### config.mk
export PLATFORM = sky130hd
export DESIGN_NAME = nec_ir_frame_decoder_top_flat
export DESIGN_NICKNAME = d
export VERILOG_FILES = /design/src/hdl/necd_pkg.sv /design/src/hdl/necd_if.sv /design/src/hdl/necd_front.sv /design/src/hdl/necd_queue.sv /design/src/hdl/necd_back.sv /design/src/hdl/nec_ir_frame_decoder_top.sv /design/src/flat_wrapper.sv
export SDC_FILE = /design/constraint.sdc
export NUM_CORES = 1
export LEC_CHECK = 0
export BUFFER_PORTS_ARGS = -buffer_cell sky130_fd_sc_hd__buf_4
export CAP_MARGIN = 40
export CORE_MARGIN = 3
export CORE_UTILIZATION = 55
export CTS_CLUSTER_SIZE = 16
export DETAILED_ROUTE_END_ITERATION = 8
export PLACE_DENSITY = 0.68
export SLEW_MARGIN = 30
export SYNTH_ARGS = -nofsm -noshare
export SYNTH_HDL_FRONTEND = slang
export SYNTH_SLANG_ARGS = --single-unit
### constraint.sdc
create_clock -name clk -period 11 [get_ports clk]
set_input_delay 1.1 -clock clk [delete_from_list [all_inputs] [get_ports clk]]
set_output_delay 1.1 -clock clk [all_outputs]
set_load 0.01 [all_outputs]
### src/hdl/necd_pkg.sv
// necd_pkg: shared types, register codes, reset values and window test
// for the nec ir frame decoder; no dependencies
package necd_pkg;

	localparam int unsigned CNT_W           = 16;
	localparam int unsigned WORD_BITS       = 32;
	localparam int unsigned BIT_IDX_W       = 5;
	localparam int unsigned CFG_IDX_W       = 3;
	localparam int unsigned BYTE_W          = 8;
	localparam int unsigned FRAME_BITS_DEF  = 32;
	localparam int unsigned QUEUE_DEPTH_DEF = 2;

	typedef logic [CNT_W-1:0]     cnt_t;
	typedef logic [CFG_IDX_W-1:0] cfg_idx_t;
	typedef logic [BYTE_W-1:0]    byte_t;
	typedef logic [WORD_BITS-1:0] word_t;
	typedef logic [BIT_IDX_W-1:0] bit_idx_t;

	// configuration register indexes
	localparam cfg_idx_t REG_START  = 3'd0;
	localparam cfg_idx_t REG_REPEAT = 3'd1;
	localparam cfg_idx_t REG_ZERO   = 3'd2;
	localparam cfg_idx_t REG_ONE    = 3'd3;
	localparam cfg_idx_t REG_TOL    = 3'd4;

	// register reset values
	localparam cnt_t START_RST  = 16'd12442;
	localparam cnt_t REPEAT_RST = 16'd10369;
	localparam cnt_t ZERO_RST   = 16'd1032;
	localparam cnt_t ONE_RST    = 16'd2074;
	localparam cnt_t TOL_RST    = 16'd500;

	// result kind
	typedef enum logic {
		EV_FRAME  = 1'b0,
		EV_REPEAT = 1'b1
	} ev_kind_t;

	// decoder phase
	typedef enum logic [2:0] {
		PH_IDLE  = 3'b001,
		PH_ARMED = 3'b010,
		PH_DATA  = 3'b100
	} phase_t;

	// window hits of one interval
	typedef struct packed {
		logic start;
		logic rpt;
		logic zero;
		logic one;
	} cls_t;

	// queue status towards front and back
	typedef struct packed {
		logic empty;
		logic full;
	} q_stat_t;

	// center +/- tolerance, inclusive, no wrap on either bound
	function automatic logic in_window(cnt_t v, cnt_t c, cnt_t tol);
		logic [CNT_W:0] v_plus;
		logic [CNT_W:0] c_plus;
		v_plus = {1'b0, v} + {1'b0, tol};
		c_plus = {1'b0, c} + {1'b0, tol};
		return (v_plus >= {1'b0, c}) && ({1'b0, v} <= c_plus);
	endfunction

	function automatic logic bytes_ok(word_t w);
		return (w[7:0] == ~w[15:8]) && (w[23:16] == ~w[31:24]);
	endfunction

endpackage

### src/hdl/necd_if.sv
// channel interfaces of the nec ir frame decoder: edge items, event items
// and configuration writes; depends on necd_pkg
interface necd_edge_if import necd_pkg::*; ();
	logic valid;
	logic ready;
	cnt_t edge_interval;
	modport source (output valid, output edge_interval, input ready);
	modport sink   (input valid, input edge_interval, output ready);
endinterface

interface necd_event_if import necd_pkg::*; ();
	logic  valid;
	logic  ready;
	logic  event_kind;
	byte_t address_byte;
	byte_t command_byte;
	modport source (output valid, output event_kind, output address_byte,
		output command_byte, input ready);
	modport sink   (input valid, input event_kind, input address_byte,
		input command_byte, output ready);
endinterface

interface necd_cfg_if import necd_pkg::*; ();
	logic     valid;
	logic     ready;
	cfg_idx_t index;
	cnt_t     data;
	modport source (output valid, output index, output data, input ready);
	modport sink   (input valid, input index, input data, output ready);
endinterface

### src/hdl/necd_front.sv
// necd_front: configuration registers and interval classification
// depends on necd_pkg and necd_if
module necd_front import necd_pkg::*; (
	input  logic          clk,
	input  logic          arst_n,
	necd_cfg_if.sink      cfg_ch,
	necd_edge_if.sink     edge_ch,
	input  q_stat_t       q_stat,
	output logic          push,
	output cls_t          push_cls
);

	cnt_t start_q, repeat_q, zero_q, one_q, tol_q;

	assign cfg_ch.ready = 1'b1;

	always_ff @(posedge clk or negedge arst_n) begin
		if (!arst_n) begin
			start_q  <= START_RST;
			repeat_q <= REPEAT_RST;
			zero_q   <= ZERO_RST;
			one_q    <= ONE_RST;
			tol_q    <= TOL_RST;
		end else if (cfg_ch.valid) begin
			case (cfg_ch.index)
				REG_START:  start_q  <= cfg_ch.data;
				REG_REPEAT: repeat_q <= cfg_ch.data;
				REG_ZERO:   zero_q   <= cfg_ch.data;
				REG_ONE:    one_q    <= cfg_ch.data;
				REG_TOL:    tol_q    <= cfg_ch.data;
				default:    ;
			endcase
		end
	end

	assign edge_ch.ready = !q_stat.full;
	assign push          = edge_ch.valid && edge_ch.ready;

	always_comb begin
		push_cls.start = in_window(edge_ch.edge_interval, start_q, tol_q);
		push_cls.rpt   = in_window(edge_ch.edge_interval, repeat_q, tol_q);
		push_cls.zero  = in_window(edge_ch.edge_interval, zero_q, tol_q);
		push_cls.one   = in_window(edge_ch.edge_interval, one_q, tol_q);
	end

endmodule

### src/hdl/necd_queue.sv
// necd_queue: short fifo of classified items between front and back
// depends on necd_pkg
module necd_queue import necd_pkg::*; #(
	parameter int unsigned DEPTH = QUEUE_DEPTH_DEF
) (
	input  logic    clk,
	input  logic    arst_n,
	input  logic    push,
	input  cls_t    push_cls,
	input  logic    pop,
	output cls_t    pop_cls,
	output q_stat_t stat
);

	localparam int unsigned PW = (DEPTH > 1) ? $clog2(DEPTH) : 1;
	localparam int unsigned CW = $clog2(DEPTH + 1);
	localparam logic [PW-1:0] LAST = PW'(DEPTH - 1);

	cls_t          mem [DEPTH];
	logic [PW-1:0] wr_ptr_q, rd_ptr_q;
	logic [CW-1:0] count_q;

	always_ff @(posedge clk) begin
		if (push) begin
			mem[wr_ptr_q] <= push_cls;
		end
	end

	assign pop_cls    = mem[rd_ptr_q];
	assign stat.empty = (count_q == '0);
	assign stat.full  = (count_q == CW'(DEPTH));

	always_ff @(posedge clk or negedge arst_n) begin
		if (!arst_n) begin
			wr_ptr_q <= '0;
			rd_ptr_q <= '0;
			count_q  <= '0;
		end else begin
			if (push) begin
				wr_ptr_q <= (wr_ptr_q == LAST) ? '0 : wr_ptr_q + 1'b1;
			end
			if (pop) begin
				rd_ptr_q <= (rd_ptr_q == LAST) ? '0 : rd_ptr_q + 1'b1;
			end
			if (push && !pop) begin
				count_q <= count_q + 1'b1;
			end else if (pop && !push) begin
				count_q <= count_q - 1'b1;
			end
		end
	end

endmodule

### src/hdl/necd_back.sv
// necd_back: phase sequencer, frame assembly, byte check and event register
// depends on necd_pkg and necd_if
module necd_back import necd_pkg::*; #(
	parameter int unsigned FRAME_BITS = FRAME_BITS_DEF
) (
	input  logic          clk,
	input  logic          arst_n,
	input  q_stat_t       q_stat,
	input  cls_t          pop_cls,
	output logic          pop,
	necd_event_if.source  event_ch
);

	localparam bit_idx_t LAST_BIT = BIT_IDX_W'(FRAME_BITS - 1);

	phase_t   phase_q, phase_nxt;
	bit_idx_t bit_idx_q, bit_idx_nxt;
	word_t    frame_q, frame_nxt;
	byte_t    last_addr_q, last_cmd_q, last_addr_nxt, last_cmd_nxt;
	logic     emit;
	ev_kind_t emit_kind;
	logic     out_valid_q;
	ev_kind_t out_kind_q;
	byte_t    out_addr_q, out_cmd_q;

	assign pop = !q_stat.empty && (!out_valid_q || event_ch.ready);

	always_comb begin
		phase_nxt     = phase_q;
		bit_idx_nxt   = bit_idx_q;
		frame_nxt     = frame_q;
		last_addr_nxt = last_addr_q;
		last_cmd_nxt  = last_cmd_q;
		emit          = 1'b0;
		emit_kind     = EV_FRAME;
		case (phase_q)
			PH_ARMED: begin
				if (pop_cls.start) begin
					phase_nxt = PH_DATA;
				end else if (pop_cls.rpt) begin
					phase_nxt = PH_IDLE;
					emit      = 1'b1;
					emit_kind = EV_REPEAT;
				end
			end
			PH_DATA: begin
				if (!pop_cls.zero && !pop_cls.one) begin
					bit_idx_nxt = '0;
					phase_nxt   = PH_ARMED;
				end else begin
					frame_nxt[bit_idx_q] = !pop_cls.zero;
					if (bit_idx_q == LAST_BIT) begin
						bit_idx_nxt = '0;
						phase_nxt   = PH_IDLE;
						if (bytes_ok(frame_nxt)) begin
							last_addr_nxt = frame_nxt[7:0];
							last_cmd_nxt  = frame_nxt[23:16];
							emit          = 1'b1;
						end
					end else begin
						bit_idx_nxt = bit_idx_q + 1'b1;
					end
				end
			end
			default: phase_nxt = PH_ARMED;
		endcase
	end

	always_ff @(posedge clk or negedge arst_n) begin
		if (!arst_n) begin
			phase_q     <= PH_IDLE;
			bit_idx_q   <= '0;
			frame_q     <= '0;
			last_addr_q <= '0;
			last_cmd_q  <= '0;
			out_valid_q <= 1'b0;
		end else begin
			if (pop) begin
				phase_q     <= phase_nxt;
				bit_idx_q   <= bit_idx_nxt;
				frame_q     <= frame_nxt;
				last_addr_q <= last_addr_nxt;
				last_cmd_q  <= last_cmd_nxt;
			end
			if (pop && emit) begin
				out_valid_q <= 1'b1;
			end else if (event_ch.ready) begin
				out_valid_q <= 1'b0;
			end
		end
	end

	always_ff @(posedge clk) begin
		if (pop && emit) begin
			out_kind_q <= emit_kind;
			out_addr_q <= last_addr_nxt;
			out_cmd_q  <= last_cmd_nxt;
		end
	end

	assign event_ch.valid        = out_valid_q;
	assign event_ch.event_kind   = out_kind_q;
	assign event_ch.address_byte = out_addr_q;
	assign event_ch.command_byte = out_cmd_q;

endmodule

### src/hdl/nec_ir_frame_decoder_top.sv
// nec_ir_frame_decoder_top: nec infrared frame decoder, front, queue and back
// depends on necd_pkg, necd_if, necd_front, necd_queue, necd_back
//
// usage
// - edge_ch: one item per falling edge of the ir receiver, carrying the
//   timer count since the previous edge (edge_interval)
// - event_ch: zero or one item per edge item; event_kind 0 is a checked
//   frame with its address and command bytes, 1 is a repeat code that
//   re-reports the last good frame's address and command
// - cfg_ch: register writes (index 0 start, 1 repeat, 2 zero, 3 one centre,
//   4 tolerance), always ready; write only while the decoder is quiet
// timing
// - an edge item is classified against the windows in the cycle it is
//   accepted and lands in the queue; the back end takes it once the output
//   register is free or being read, and its event is registered there
// - one edge item per cycle, sustained while event_ch does not stall; the
//   back end's phase update is the pacing loop
// - while event_ch stalls with an event pending, edges keep coming in until
//   the queue (QUEUE_DEPTH items) fills, then edge_ch.ready drops
// reset
// - arst_n clears the queue, the output valid flag and the phase (idle) and
//   restores every configuration register to its default
module nec_ir_frame_decoder_top import necd_pkg::*; #(
	parameter int unsigned FRAME_BITS  = FRAME_BITS_DEF,
	parameter int unsigned QUEUE_DEPTH = QUEUE_DEPTH_DEF
) (
	input  logic          clk,
	input  logic          arst_n,
	necd_edge_if.sink     edge_ch,
	necd_event_if.source  event_ch,
	necd_cfg_if.sink      cfg_ch
);

	// front to queue
	logic    push;
	cls_t    push_cls;
	// queue to back
	logic    pop;
	cls_t    pop_cls;
	q_stat_t q_stat;

	// window classification and configuration registers
	necd_front u_front (
		.clk      (clk),
		.arst_n   (arst_n),
		.cfg_ch   (cfg_ch),
		.edge_ch  (edge_ch),
		.q_stat   (q_stat),
		.push     (push),
		.push_cls (push_cls)
	);

	// short decoupling queue of classified items
	necd_queue #(
		.DEPTH (QUEUE_DEPTH)
	) u_queue (
		.clk      (clk),
		.arst_n   (arst_n),
		.push     (push),
		.push_cls (push_cls),
		.pop      (pop),
		.pop_cls  (pop_cls),
		.stat     (q_stat)
	);

	// phase sequencer, frame assembly and output register
	necd_back #(
		.FRAME_BITS (FRAME_BITS)
	) u_back (
		.clk      (clk),
		.arst_n   (arst_n),
		.q_stat   (q_stat),
		.pop_cls  (pop_cls),
		.pop      (pop),
		.event_ch (event_ch)
	);

`ifndef SYNTHESIS
	// back end never takes from an empty queue
	a_pop_not_empty: assert property (@(posedge clk) disable iff (!arst_n)
		pop |-> !q_stat.empty)
		else $error("pop from empty queue");

	// an item pushed without a pop leaves the queue occupied
	a_push_holds: assert property (@(posedge clk) disable iff (!arst_n)
		(push && !pop) |=> !q_stat.empty)
		else $error("pushed item lost");

	// a fresh event only follows a pop from the queue
	a_event_after_pop: assert property (@(posedge clk) disable iff (!arst_n)
		$rose(event_ch.valid) |-> $past(pop))
		else $error("event without a queued item");
`endif

endmodule
### src/flat_wrapper.sv
// flat-port wrapper written by rule: the top's interface ports become plain ports
module nec_ir_frame_decoder_top_flat import necd_pkg::*;
#(
	parameter int unsigned FRAME_BITS  = FRAME_BITS_DEF,
	parameter int unsigned QUEUE_DEPTH = QUEUE_DEPTH_DEF
)
  (clk, arst_n, edge_ch_valid, edge_ch_edge_interval, edge_ch_ready, event_ch_valid, event_ch_event_kind, event_ch_address_byte, event_ch_command_byte, event_ch_ready, cfg_ch_valid, cfg_ch_index, cfg_ch_data, cfg_ch_ready);
  necd_edge_if edge_ch_i ();
  necd_event_if event_ch_i ();
  necd_cfg_if cfg_ch_i ();
  input  logic clk;
  input  logic arst_n;
  input wire logic [$bits(edge_ch_i.valid)-1:0] edge_ch_valid;
  input wire logic [$bits(edge_ch_i.edge_interval)-1:0] edge_ch_edge_interval;
  output wire logic [$bits(edge_ch_i.ready)-1:0] edge_ch_ready;
  output wire logic [$bits(event_ch_i.valid)-1:0] event_ch_valid;
  output wire logic [$bits(event_ch_i.event_kind)-1:0] event_ch_event_kind;
  output wire logic [$bits(event_ch_i.address_byte)-1:0] event_ch_address_byte;
  output wire logic [$bits(event_ch_i.command_byte)-1:0] event_ch_command_byte;
  input wire logic [$bits(event_ch_i.ready)-1:0] event_ch_ready;
  input wire logic [$bits(cfg_ch_i.valid)-1:0] cfg_ch_valid;
  input wire logic [$bits(cfg_ch_i.index)-1:0] cfg_ch_index;
  input wire logic [$bits(cfg_ch_i.data)-1:0] cfg_ch_data;
  output wire logic [$bits(cfg_ch_i.ready)-1:0] cfg_ch_ready;
  assign edge_ch_i.valid = edge_ch_valid;
  assign edge_ch_i.edge_interval = edge_ch_edge_interval;
  assign edge_ch_ready = edge_ch_i.ready;
  assign event_ch_valid = event_ch_i.valid;
  assign event_ch_event_kind = event_ch_i.event_kind;
  assign event_ch_address_byte = event_ch_i.address_byte;
  assign event_ch_command_byte = event_ch_i.command_byte;
  assign event_ch_i.ready = event_ch_ready;
  assign cfg_ch_i.valid = cfg_ch_valid;
  assign cfg_ch_i.index = cfg_ch_index;
  assign cfg_ch_i.data = cfg_ch_data;
  assign cfg_ch_ready = cfg_ch_i.ready;
  nec_ir_frame_decoder_top #(.FRAME_BITS(FRAME_BITS), .QUEUE_DEPTH(QUEUE_DEPTH)) u_core (.clk(clk), .arst_n(arst_n), .edge_ch(edge_ch_i), .event_ch(event_ch_i), .cfg_ch(cfg_ch_i));
endmodule
==> flow_metrics.tcl <==
set metrics [dict create \
    outcome "finished clean" \
    synth_fp_nets 1746 \
    finalClockSkew_ns 0.0154 \
    synthArstFlopShare 0.849 \
    power.share.clock 0.169 \
    dp_slack_ns 6.03 \
    clock_latency_ns 0.45 \
    placement.cell_area_sq_um 14700 \
    yosysSeqAreaShare 0.307 \
    pin_count 60 \
    ctsHoldBuffers 0 \
    cts.path.max_buffers 2 \
    synth.avg_cell_area_sq_um 9.45 \
    p_sw_mw 1.66 \
    track_usage 0.270 \
    core.rowCount 57 \
    syn_to_final_growth_pct 8.99 \
    grt_pass1_wl_um 59200 \
    ir_drop_mv 0.119 \
    crit_family "compound AO/OA/AOI/OAI gates" \
    hp-class "flop to flop" \
    crit_required_ns 11.17 \
    power_density_nw_per_um2 238 \
    r2r_start "u_core.u_front.tol_q[0]" \
    cts.sinks 166 \
    power_frac_seq 0.249 \
    cp_common_cell "a21oi_1" \
    first_pass_iters 5 \
    crit_buf_inv 0 \
    synth-edff-count 25 \
    synth.distinct_cells 74 \
    period_share 0.422 \
    grt_pass1_vias 11159 \
    htree_levels 4 \
    drive_above_1_share 0.142 \
    start_util 0.569 \
    max-slew-margin-rel 0.474 \
    worstHoldStart "u_core.u_queue.count_q[1]" \
    hold_path_depth 1 \
    slowest_stage "o41ai_1" \
    combPwrFrac 0.582 \
    yosys.area.top_type "dfrtp_1" \
    drc 0 \
    cp_max_fo 6 \
    dpl.hpwl_um 28400 \
    critPathArrivalTime_ns 4.81 \
    cts_tree "yes" \
    dieArea_sq_um 27500 \
    path_class "flop to flop" \
    totalWireLength_um 37300 \
    path_cells "ha_1 -> fa_1 -> a211oi_1 -> o21ai_0 -> nand4_1 -> nand3_1 -> o41ai_1 -> o21bai_1 -> a21oi_1 -> xor2_1 -> ha_1 -> nand4_1 -> nor2_1 -> and4_1 -> or4_1 -> a21oi_1 -> a21oi_1" \
    maxCapViolations 0 \
    start_kind "flop" \
    ys_top_cells_by_area "dfrtp_1 21%, ha_1 19%, edfxtp_1 5.3%" \
    met3_length_um 2060 \
    gp_congestion 0.958 \
    holdPathEnd "u_core.u_queue.count_q[1]" \
    crit_path_max_incr_delay_ns 0.59 \
    path_clk_slew_ns 0.08 \
    yosysWarnings 0 \
    regToRegEndpoint "u_core.u_queue.mem[1][3]" \
    cts_buffers 17 \
    fp.dieW_um 166 \
    grt_overflow 0 \
    internal_power_mw 1.98 \
    num_vias 11346 \
    clockRootBuffer "clkbuf_16" \
    finalCriticalPeriod_ns 4.65 \
    finalWorstSetupSlack_ns 6.35 \
    ff2ff_path_depth 17 \
    tightest_slew_ns 0.789 \
    routedWlPerCell_um 20.0 \
    synth_top_area_share 0.210 \
    synth_ff_type "dfrtp_1" \
    diodes 0 \
    power.share.switching 0.456 \
    dp.cells 1831 \
    grt_max_degree 80 \
    rsz0062_at_grt "false" \
    met2WireLength_um 17900 \
    hold_viol 0 \
    portBuffers 58 \
    syn_area_sq_um 14000 \
    synth_cells 1487 \
    ant_nets 0 \
    final_area_sq_um 15300 \
    drt-met1-wl_um 15900 \
    clock.fmax_mhz 215 \
    fin_setup_tns_ns 0 \
    antenna_found_initial 0 \
    instances_no_fill 1865 \
    die_y_um 166 \
    r2r_slack_ns 6.35 \
    endpoint_kind "flop" \
    leakage_nw 7.01 \
    viasPerCell 6.08 \
    cts_resized 0 \
    drt_iter0_markers 793 \
    routed.top_layer "met4" \
    ys_ff_latch 166 \
    slew_violations 0 \
    nets 1787 \
    setup_viol 0 \
    cts_setup_buffers 0 \
    core_area_sq_um 24700 \
]
[cells by family after synthesis]
| logic type | share of synthesized area |
|---|---|
| AO/OA/AOI/OAI | 0.188 |
| other | 0.000267 |
| flip-flops | 0.307 |
| XOR/XNOR | 0.0624 |
| adder cells (fa/ha/maj) | 0.198 |
| multiplexers | 0.0735 |
| AND/OR/NAND/NOR | 0.123 |
| buffers and inverters | 0.0485 |
[per-stage QoR]
| step | util | power, mW | hold slack [ns] |
|---|---|---|---|
| global route | 0.620 | 3.96 | 0.518 |
| detailed placement | 0.594 | 3.00 | 0.486 |
| CTS | 0.619 | 3.64 | 0.499 |
| floorplan | - | 2.49 | 0.461 |
| global placement | 0.593 | 2.95 | 0.480 |
| finish | 0.620 | 3.64 | 0.499 |
[registers in the layout (all words and copies together) (netlist names), 2 cells and up]
name and count:
u_core.u_back.bit_idx_q 5, u_core.u_back.event_ch.address_byte 8, u_core.u_back.event_ch.command_byte 8, u_core.u_back.frame_q 32
u_core.u_back.last_addr_q 8, u_core.u_back.last_cmd_q 8, u_core.u_back.phase_q 3, u_core.u_front.one_q 16
u_core.u_front.repeat_q 16, u_core.u_front.start_q 16, u_core.u_front.tol_q 16, u_core.u_front.zero_q 16
u_core.u_queue.count_q 2, u_core.u_queue.mem 8
[cell usage after synthesis (all sizes together), types with 31 or more instances]
master  instances
mux2           71
inv            93
a21oi          64
nor3           31
nor2           73
o21ai         150
nand2         114
ha            214
dfrtp         118
o31ai          48
xnor2          60
a21o           42
xor2           40
[worst max-delay path by stage]
stage	cells after the start	slack [ns]	start	endpoint
after CTS	9	6.40	u_core.u_back.bit_idx_q[4]	u_core.u_back.event_ch.command_byte[5]
final	17	6.35	u_core.u_front.tol_q[0]	u_core.u_queue.mem[1][3]
after global placement	18	6.17	edge_ch_edge_interval[0]	u_core.u_queue.mem[0][3]
after detailed placement	18	6.03	edge_ch_edge_interval[0]	u_core.u_queue.mem[1][3]
after global routing	16	6.12	u_core.u_front.tol_q[1]	u_core.u_queue.mem[1][3]
after floorplan	10	5.42	u_core.u_back.bit_idx_q[4]	u_core.u_back.event_ch.address_byte[0]
[cells in the final DEF (no fill, tap or decap), drive strengths merged, types with 7 or more instances in the layout]
| cell type | instances |
|---|---|
| a2111oi | 7 |
| a211oi | 17 |
| a21o | 42 |
| a21oi | 64 |
| a31oi | 17 |
| and3 | 8 |
| buf | 68 |
| clkbuf | 17 |
| clkinv | 8 |
| dfrtp | 118 |
| dfstp | 23 |
| edfxtp | 25 |
| ha | 214 |
| inv | 100 |
| mux2 | 71 |
| mux2i | 16 |
| nand2 | 114 |
| nand2b | 22 |
| nand3 | 23 |
| nand4 | 27 |
| nor2 | 73 |
| nor2b | 20 |
| nor3 | 31 |
| o211ai | 8 |
| o21a | 14 |
| o21ai | 150 |
| o21bai | 10 |
| o31ai | 48 |
| or2 | 7 |
| or3 | 12 |
| xnor2 | 60 |
| xor2 | 40 |
[per-layer routing]
layer | vias up | GRT usage
li1 | 5533 | -
met1 | 5433 | 0.344
met2 | 313 | 0.459
met3 | 67 | 0.0474
met4 | 0 | 0.106
met5 | - | 0
[layout make-up]
class	instances	area (sq um)
Fill cell	2116	9370
Multi-Input combinational cell	1181	9090
Sequential cell	166	4310
Timing Repair Buffer	68	549
Clock buffer	17	425
Tap cell	324	405
Inverter	94	353
Clock inverter	15	180
[power by group through the flow]
| stage | Sequential, mW | Clock (mW) | Combinational (mW) |
|---|---|---|---|
| after floorplan | 0.852 | 0 | 1.64 |
| after detailed placement | 0.913 | 0 | 2.09 |
| after global routing | 0.921 | 0.652 | 2.39 |
| after CTS | 0.901 | 0.628 | 2.11 |
| after global placement | 0.909 | 0 | 2.04 |
| final | 0.906 | 0.617 | 2.12 |
Note: power is estimated with default switching activity, not from simulation.
